==> src/rtl/lgs_ram.sv <==
`default_nettype none

module lgs_ram #(
  parameter int WIDTH = 64,
  parameter int DEPTH = 64
) (
  input  wire logic                                    clk,
  input  wire logic                                    we,
  input  wire logic [$clog2(DEPTH > 1 ? DEPTH : 2)-1:0] waddr,
  input  wire logic [WIDTH-1:0]                        wdata,
  input  wire logic                                    re,
  input  wire logic [$clog2(DEPTH > 1 ? DEPTH : 2)-1:0] raddr,
  output logic      [WIDTH-1:0]                        rdata
);

  logic [WIDTH-1:0] mem [DEPTH];

  always_ff @(posedge clk) begin
    if (we) begin
      mem[waddr] <= wdata;
    end
    if (re) begin
      rdata <= mem[raddr];
    end
  end

endmodule

`default_nettype wire

==> config.mk <==
export PLATFORM = sky130hd
export DESIGN_NAME = lgs_ram
export DESIGN_NICKNAME = d
export VERILOG_FILES = /design/src/rtl/lgs_ram.sv
export SDC_FILE = /design/constraint.sdc
export NUM_CORES = 2
export LEC_CHECK = 0
export BUFFER_PORTS_ARGS = -buffer_cell sky130_fd_sc_hd__clkbuf_2
export CAP_MARGIN = 10
export CORE_MARGIN = 2
export CORE_UTILIZATION = 50
export CTS_CLUSTER_SIZE = 25
export DETAILED_ROUTE_END_ITERATION = 6
export PLACE_DENSITY = 0.65
export SKIP_CTS_REPAIR_TIMING = 1
export SLEW_MARGIN = 30
export SYNTH_ARGS = -nofsm -noshare
export SYNTH_HDL_FRONTEND = slang
export SYNTH_SLANG_ARGS = --single-unit
export TNS_END_PERCENT = 30
==> constraint.sdc <==
create_clock -name clk -period 7.1 [get_ports clk]
set_input_delay 0.355 -clock clk [delete_from_list [all_inputs] [get_ports clk]]
set_output_delay 0.355 -clock clk [all_outputs]
set_load 0.005 [all_outputs]
# After elaboration in Yosys (flattened, before gate mapping)
# Memories as Yosys holds them, arrays and structs flattened. A register that Yosys moved wholly into a read port is not among the register bits.
# Index checks and enable logic that the tools add are counted.
# Widths: inputs -> output; s select.
[word_totals]
ramBits = 4096
elab_cells = 3
ff_bits = 0
mem_count = 1
inputBits = 79
[op_classes]
n_mux = 2
[mem_list]
columns = ["memory", "words", "word_bits", "read_ports", "rd_clocked_by_memory_dff", "wr", "line_no", "rtl"]
rows = [
  ["mem", 64, 64, 1, 1, 1, "16", "logic [WIDTH-1:0] mem [DEPTH];"],
]
[ops]
columns = ["cell", "count"]
rows = [
  ["$mux 1", 2],
]

# Logic depth before layout (Yosys ltp)
[depth]
depth_word = 2
ltp_mapped = 9

# Worst setup path before layout
# OpenSTA, ideal clock, no wires.
[synth_timing]
path_type = "input to register"
startpoint = "input port waddr[3] (netlist name)"
endpoint = "memory mem[48][0], enable pin"
arrival_ns = 5.227
slack_ns = 1.309
required_time_ns = 6.536
n_path_buf = 1
cell_stages = 4
cell_sequence = "clkbuf_1 -> nor2b_1 -> nand4b_1 -> nor3_1"
[synth_rtl]
columns = ["element", "line_no", "rtl"]
rows = [
  ["from (decl)", "9", "input wire logic [$clog2(DEPTH > 1 ? DEPTH : 2)-1:0] waddr,"],
  ["to (decl)", "16", ""],
]
# No word-level cell before the write port.

==> run summary <==
CP required: 7.69 ns
First-pass DRT Iterations: 6
Mapped Area: 157000 sq um
Worst VDD drop: 0.000244 V
Total Power: 0.0509 W
DR vias: 76100
# DRC: 0
CTS max path bufs: 4
first-pass GRT wire length: 591 mm
Post-Layout Inst Area: 178000 sq um
Placed Instance Area: 164000 sq um
Max transition margin: 27.5%
Max Clock Skew: 0.0642 ns
Post-synth ARST share: 0%
Max-Cap Viols: 0
die width: 564 um
num rows: 205
Syn Area/Cell: 23.8 sq um
violated checks: negative hold slack
largest net degree at the start of global routing: 121
Seq cells post-synth: 4160
combinational power share: 4.5%
Worst-path clk slew: 0.06 ns
Synth area leader: edfxtp_1
die height: 564 um
vias in the first global route: 75300
Yosys top cell area share: 79.6%
Post-synth EDFFs: 4160
CP endpoint kind: register
Post-DRT Antenna Nets: 0
CTS buffer count: 405
DRT Wirelength: 424 mm
gr usage total: 26.6%
synth top area cells: edfxtp_1 80%, mux4_2 15%, mux2i_1 0.86%
Max Slew Vio Count: 0
synth cell count leaders: 4160 x edfxtp_1, 1024 x mux4_2, 170 x buf_2, 168 x a22oi_1, 140 x clkbuf_1
Worst Max-Slew Pin Slew: 1.09 ns
starting density of the core: 50.3%
Worst EP arrival: 3.55 ns
Mapped Nets: 6677
NumNets Final: 7099
Sequential Power Share: 53.8%
post-detail-place hpwl: 224 mm
slowest stage delay, CP: 0.74 ns
CP Max Fanout: 36
initial antenna violation count: 23
final hold slack: -0.0113 ns
final setup fails: 0
total gr overflow: 0
I/O pins: 143
setup TNS: 0 ns
Unique masters post-synth: 32
internal power: 0.0402 W
Port Buffer Count: 142
Fmax achieved: 337 MHz
Via density: 6.62
layout cells sized above 1: 28.1%
Clk Latency, worst-skew pair: 0.93 ns
Routability Congestion: 0.795
area of the die: 318000 sq um
Slowest-stage cell, CP: nor2b_4
iteration-0 DRC count of the detailed router: 11100
sw power: 0.0106 W
CTS tree: yes
LEAKAGE: 55.2 nW
clock root cell: clkbuf_16
Post-synth top flop: edfxtp_1
Post-Syn Instances: 6598
# H-tree levels: 5
pwr dens: 286 nW/um^2
switch share: 20.9%
Seq/Total Area, Yosys: 79.6%
Critical Setup Path Class: input port to register
synth-to-layout area growth: 13.2%
Worst Setup Start Kind: input port
unrepaired setup endpoints after global routing: false
clk sinks: 4160
Final Hold Viols: 32
Clock Power Share: 41.7%
HP Class: input port to register
Routed WL per cell: 36.9 um
Tcrit/Tclk final: 41.8%
CP Cell Sequence: clkbuf_2, nor2b_4, buf_4, a22oi_1, and3_1, a211oi_1
status: finished with violations
Final Critical Period: 2.96 ns
Core Region: 312000 sq um
synthesis warning total: 0
most common cell in the synthesized netlist: edfxtp_1
-- sequential cells by signal, indices dropped and copies added, names as in the netlist --
register	flops
mem	4096
rdata	64
-- cell usage in the layout, fill, tap and decap left out, drive strengths merged, types with 29 or more instances in the layout --
master,n
clkinv,177
edfxtp,4160
mux4,1024
buf,249
clkbuf,603
a211oi,63
o22ai,83
inv,30
a22o,88
nand2,58
nand3,45
bufinv,42
and3,64
mux2i,135
nor2,112
a22oi,168
o221ai,38
or3,29
-- area by class of cell --
type	instances	area, sq um
Antenna cell	17	42.5
Clock buffer	487	10500
Clock inverter	244	2440
Fill cell	22200	134000
Inverter	19	71.3
Multi-Input combinational cell	2049	30800
Sequential cell	4160	125000
Tap cell	4140	5180
Timing Repair Buffer	385	3730
-- worst max-delay path: cells and delay by family --
kind / cells / cell delay [ns]
compound gates: 2 / 0.92
buf+inv: 2 / 1.23
simple gates: 2 / 0.98
-- logic make-up (layout without fill, tap and decap cells) --
logic type / Yosys count / count (layout) / synth area share [%]
flops: 4160 / 4160 / 79.6
other cells: 0 / 17 / 0
buf+inv: 389 / 1135 / 1.18
simple gates: 386 / 386 / 1.23
mux: 1159 / 1159 / 15.6
compound gates: 504 / 504 / 2.47
-- per-stage QoR --
step | utilization (%) | std cells | setup slack (ns) | hold slack (ns)
floorplan | - | 6598 | 1.31 | 0.454
global placement | 52.4 | 10700 | 3.21 | 0.705
detailed placement | 52.7 | 10700 | 3.23 | 0.706
CTS | 56.8 | 11500 | 4.15 | -0.275
global route | 56.9 | 11500 | 3.96 | 0.00338
finish | 56.9 | 11500 | 4.14 | -0.0113
-- power groups by stage --
stage	clock (W)	sequential [W]	combinational [W]
final	0.0212	0.0273	0.00230
after global routing	0.0223	0.0273	0.00242
after detailed placement	0	0.0279	0.00229
after CTS	0.0214	0.0274	0.00229
after global placement	0	0.0279	0.00223
after floorplan	0	0.0278	0.00127
-- path summary, 6_finish.rpt --
| path | from | to | slack [ns] | cells past startpoint |
|---|---|---|---|---|
| worst min register to register | mem[62][30] | rdata[30] | 0.90 | 4 |
| worst max-delay path | raddr[3] | rdata[3] | 4.14 | 6 |
| worst min-delay path | wdata[50] | mem[38][50] | -0.01 | 1 |
| worst max register to register | mem[11][16] | rdata[16] | 4.55 | 5 |
-- metal layers --
metal	GRT usage (%)	vias to the layer above	part of all wire (%)
li1	-	29400	-
met1	37.4	41700	38
met4	8.41	4	3.3
met2	43.2	4337	49
met5	0	-	0.0064
met3	4.33	698	9.2
Power figures use the tool's default switching activity.
