[src/rtl/lgs_pkg.sv]
`default_nettype none

package lgs_pkg;

  localparam int DIM_W = 7;

  // neighbour counts of the b3/s23 rule
  localparam logic [3:0] NB_KEEP  = 4'd2;
  localparam logic [3:0] NB_BIRTH = 4'd3;

  typedef enum logic [1:0] {
    OP_WRITE = 2'd0,
    OP_STEP  = 2'd1,
    OP_READ  = 2'd2
  } lgs_op_t;

  localparam logic REG_ROWS = 1'b0;
  localparam logic REG_COLS = 1'b1;

  typedef enum logic [2:0] {
    S_CLEAR,
    S_IDLE,
    S_WRITE,
    S_READ,
    S_SWEEP
  } lgs_state_t;

  function automatic logic lgs_life(input logic alive, input logic [7:0] nb);
    logic [3:0] n;
    n = '0;
    for (int i = 0; i < 8; i++) begin
      n = n + 4'(nb[i]);
    end
    if (alive) begin
      return (n == NB_KEEP) || (n == NB_BIRTH);
    end
    return n == NB_BIRTH;
  endfunction

endpackage

`default_nettype wire

[src/rtl/lgs_row_next.sv]
`default_nettype none

module lgs_row_next
  import lgs_pkg::*;
#(
  parameter int COLS = 64
) (
  input  wire logic [COLS-1:0] above,
  input  wire logic [COLS-1:0] cur,
  input  wire logic [COLS-1:0] cur_raw,
  input  wire logic [COLS-1:0] below,
  input  wire logic [COLS-1:0] col_mask,
  output logic      [COLS-1:0] nxt
);

  // one dead column padded on each side, lane j sits at j+1
  logic [COLS+1:0] a_x;
  logic [COLS+1:0] c_x;
  logic [COLS+1:0] b_x;

  assign a_x = {1'b0, above, 1'b0};
  assign c_x = {1'b0, cur, 1'b0};
  assign b_x = {1'b0, below, 1'b0};

  always_comb begin
    for (int j = 0; j < COLS; j++) begin
      if (col_mask[j]) begin
        nxt[j] = lgs_life(c_x[j+1], {a_x[j], a_x[j+1], a_x[j+2], c_x[j], c_x[j+2],
                                     b_x[j], b_x[j+1], b_x[j+2]});
      end else begin
        nxt[j] = cur_raw[j];
      end
    end
  end

endmodule

`default_nettype wire

[config.mk]
export PLATFORM = sky130hd
export DESIGN_NAME = lgs_row_next
export DESIGN_NICKNAME = d
export VERILOG_FILES = /design/src/rtl/lgs_pkg.sv /design/src/rtl/lgs_row_next.sv
export SDC_FILE = /design/constraint.sdc
export NUM_CORES = 1
export LEC_CHECK = 0
export ABC_AREA = 1
export BUFFER_PORTS_ARGS = -buffer_cell sky130_fd_sc_hd__buf_4
export CORE_ASPECT_RATIO = 2
export CORE_UTILIZATION = 45
export DETAILED_ROUTE_END_ITERATION = 10
export PLACE_DENSITY = 0.71
export RECOVER_POWER = 50
export SYNTH_ARGS = -nofsm -noshare
export SYNTH_HDL_FRONTEND = slang
export SYNTH_SLANG_ARGS = --single-unit
[constraint.sdc]
create_clock -name vclk -period 3.7
set_clock_uncertainty 0.2 [all_clocks]
set_input_delay 0.37 -clock vclk [all_inputs]
set_output_delay 0.37 -clock vclk [all_outputs]
set_load 0.005 [all_outputs]
Word level (Yosys, flattened, before mapping)
Cells that the tools add are included.

operators by class
  mux-type cells = 320
  add/subtract/negate cells = 441
  equal/unequal tests = 128
  reductions and logical operators = 64

operators by type and width
  operator                                             number
  adder 4 x 1 -> 4 bit                                 252
  equality test 4 x 2 -> 1 bit, second input constant  128
  two-way mux 1 bit                                    320
  adder 3 x 1 -> 4 bit                                 63
  adder 2 x 1 -> 3 bit                                 63
  adder 1 x 1 -> 2 bit                                 63
  logical OR 1 bit                                     64

storage, ports and cells
  register bits after elaboration = 0
  bits of input ports = 320

Depth between registers and ports, before layout
  depth in word-level cells = 12
  mapped depth = 13
  mapped depth without buffers = 13

Worst setup path after synthesis
No wires, ideal clock.

  path type = in2out
  start point = in above[40]
  end point = out nxt[41]
  setup slack = 0.193 ns
  path buffers = 0
  arrival time = 2.937 ns
  stages = 13
  data required time = 3.130 ns
  cell sequence = inv_1 -> fa_1 -> fa_1 -> fa_1 -> inv_1 -> ha_1 -> fa_1 -> nand2_1 -> clkinv_1 -> nand2_1 -> nor2_1 -> nand2_1 -> nand2_1

on the way
  word-level cells in the longest chain between the ends = 6

RTL lines
  element                                                 line                          text
  start: declaration                                      lgs_row_next.sv:8             input wire logic [COLS-1:0] above,
  adder 4 x 1 -> 4 bit *                                  lgs_pkg.sv:32                 n = n + 4'(nb[i]);
  equality test 4 x 2 -> 1 bit, on equally long branches  lgs_pkg.sv:35, lgs_pkg.sv:37
  logical OR 1 bit                                        lgs_pkg.sv:35                 return (n == NB_KEEP) || (n == NB_BIRTH);
  two-way mux 1 bit                                       lgs_pkg.sv:34                 if (alive) begin
  two-way mux 1 bit *                                     lgs_pkg.sv:37                 return n == NB_BIRTH;
  two-way mux 1 bit *                                     lgs_row_next.sv:27            if (col_mask[j]) begin
  end: declaration                                        lgs_row_next.sv:13            output logic [COLS-1:0] nxt

Every way passes the cells marked *; elsewhere a longest branch is shown, timed or not. The select of a mux whose other input is x is not followed.

Worst setup path after layout
  start point = in cur[38]
  end point = out nxt[39]

on the way
  word-level cells in the longest chain between the ends = 9

RTL lines
  element                                                 line                          text
  start: declaration                                      lgs_row_next.sv:9             input wire logic [COLS-1:0] cur,
  adder 4 x 1 -> 4 bit * (4 in a row)                     lgs_pkg.sv:32
  equality test 4 x 2 -> 1 bit, on equally long branches  lgs_pkg.sv:35, lgs_pkg.sv:37
  logical OR 1 bit                                        lgs_pkg.sv:35
  two-way mux 1 bit                                       lgs_pkg.sv:34
  two-way mux 1 bit *                                     lgs_pkg.sv:37
  two-way mux 1 bit *                                     lgs_row_next.sv:27

Marks and branches as above.

==> flow_metrics.tcl <==
set metrics [dict create \
    slew_headroom 0.8221 \
    finalSetupTns_ps -327.2 \
    layout.nets 3143 \
    drcViolationCount 0 \
    rows 87 \
    critPathRequiredTime_ps 3130 \
    p_clk_frac 0 \
    postRouteAntennaNets 0 \
    crit_arrival_ps 3200 \
    dp_hpwl_microns 32260 \
    synth-simple-area-share 0.2190 \
    critPathMaxFanout 2 \
    synth_nets 2642 \
    drtIter0Drc 220 \
    yosysUniqueCellTypes 10 \
    fillers 2549 \
    fmax_ghz 0.2652 \
    synthTopCellsByCount "651 x inv_1, 557 x nand2_1, 252 x fa_1" \
    power_density_mw_per_mm2 240.4 \
    grt_pass1_vias 12955 \
    setup_viol 21 \
    failed_checks "negative setup slack" \
    initial_core_util 0.4564 \
    leakagePower_nw 10.89 \
    antenna_found_initial 0 \
    vias 12231 \
    synth_top_family_by_area "adder cells" \
    fp.dieW_microns 121.3 \
    drive_gt1_frac 0.2915 \
    netlist_instances 1882 \
    place_ws_ps -208.1 \
    synth-xor-area-share 0 \
    yosysMostFrequentCell "inv_1" \
    p_sw_frac 0.5287 \
    vdd_ir_drop_max_mv 0.1331 \
    first_pass_iters 4 \
    final-seq-area_sq_um 0 \
    routed_wirelength_microns 34230 \
    synth_area_leaders "fa_1 39%, inv_1 19%, ha_1 18%" \
    fin_crit_sh 1.019 \
    synth.top_cell.area_share 0.3936 \
    io_buffers 384 \
    critPathKind "in2out" \
    slew_violations 0 \
    viasPerCell 4.469 \
    worst_slew_pin_slew_ps 266.5 \
    synth-seq-area-share 0 \
    syn_area_per_cell_sq_um 6.811 \
    grt_max_degree 4 \
    synth_compound_area_frac 0.001562 \
    syn_area_sq_mm 0.01282 \
    final.min_clock_period_ps 3771 \
    power_frac_seq 0 \
    netSwitchingPower_w 0.002263 \
    gp_congestion 0.9053 \
    io_pins 384 \
    multi_input_area_sq_mm 0.01058 \
    cap_violations 0 \
    crit_path_start_kind "primary input" \
    clock_buffers 0 \
    fin_area_sq_mm 0.01780 \
    run_status "finished with violations" \
    coreArea_sq_mm 0.02808 \
    gr-total-overflow 0 \
    grt_pass1_wl_microns 55060 \
    p_total_w 0.004280 \
    synthMuxAreaShare 0 \
    fin_cells 2737 \
    place_inst 2733 \
    dpl_cell_area_sq_mm 0.01698 \
    end_kind "output port" \
    dieArea_sq_mm 0.02921 \
    syn2layout_area_growth_pct 38.86 \
    setup_ws_ps -70.63 \
    wl_per_cell_microns 12.50 \
    seq_cells 0 \
    die_h_microns 240.7 \
    grt_usage 0.2388 \
    rsz0062_at_grt "yes" \
    synth_adder_area_share 0.5771 \
    hold_violations 0 \
    hold_class "in2out" \
    power_frac_comb 1.000 \
    internal_power_w 0.002017 \
    antenna_cells 0 \
    yosysTopAreaCell "fa_1" \
    yosys_warnings 0 \
]
-- through the flow --
stage / util / hold slack [ps]
final: 0.6338 / 804.4
after global routing: 0.6338 / 814.7
after CTS: 0.6246 / 801.6
after detailed placement: 0.6046 / 804.9
after global placement: 0.6046 / 804.1
after floorplan: - / 609.8
-- final timing paths --
path         from      end  slack (ps)  depth (start not counted)
max       cur[38]  nxt[39]         -70                         15
min   cur_raw[13]  nxt[13]         800                          4
-- power by group through the flow --
stage               logic, W  clock network [W]  registers, W
floorplan            0.00272                  0             0
global route         0.00505                  0             0
global placement     0.00383                  0             0
detailed placement   0.00406                  0             0
CTS                  0.00423                  0             0
finish               0.00428                  0             0
-- critical path, cell delays in order --
cell	delay, ps
buf_4	80
inv_2	40
fa_1	540
fa_1	450
fa_1	500
inv_1	50
ha_2	170
fa_1	480
nand2_1	60
clkinv_1	40
nand2_1	40
nor2_1	80
nand2_1	90
nand2_2	110
buf_6	100
-- routing by layer --
layer  part of all wire  up-vias  GRT usage  wire (microns)
met5                  0        -          0               0
met4              0.050        0    0.09577            1701
met3              0.056       85    0.03166            1926
met2               0.59      361     0.5186           20210
met1               0.30     5621     0.2041           10390
li1                   -     6164          -               -
-- cells by family after synthesis --
family,Yosys count
AOI/OAI and AO/OA,4
adders and majority gates,440
buffers and inverters,691
and+or+nand+nor,747
-- cell type report --
| type | count | area share |
|---|---|---|
| well taps | 356 | 0.02502 |
| repair buffers | 499 | 0.2251 |
| multi-input cells | 1191 | 0.5943 |
| inverters | 691 | 0.1556 |
-- cells in the final DEF, fill, tap and decap left out --
cell type and count:
nand3_1 1, nand2_1 553, ha_4 19, ha_1 127
buf_12 1, ha_2 42, buf_6 43, inv_4 63
fa_1 252, buf_8 12, inv_6 3, clkbuf_1 1
inv_2 64, nor2_1 188, nand2_2 4, clkinv_1 33
buf_4 442, o21ai_0 4, clkinvlp_4 1, or2_0 1
inv_1 527
-- what timing repair did --
action,in CTS,in global routing
setup endpoints to repair,61,61
hold buffers,0,0
pin swaps,118,70
resized for setup,281,66
setup buffers,2,2
Note: power is estimated with default switching activity, not from simulation.
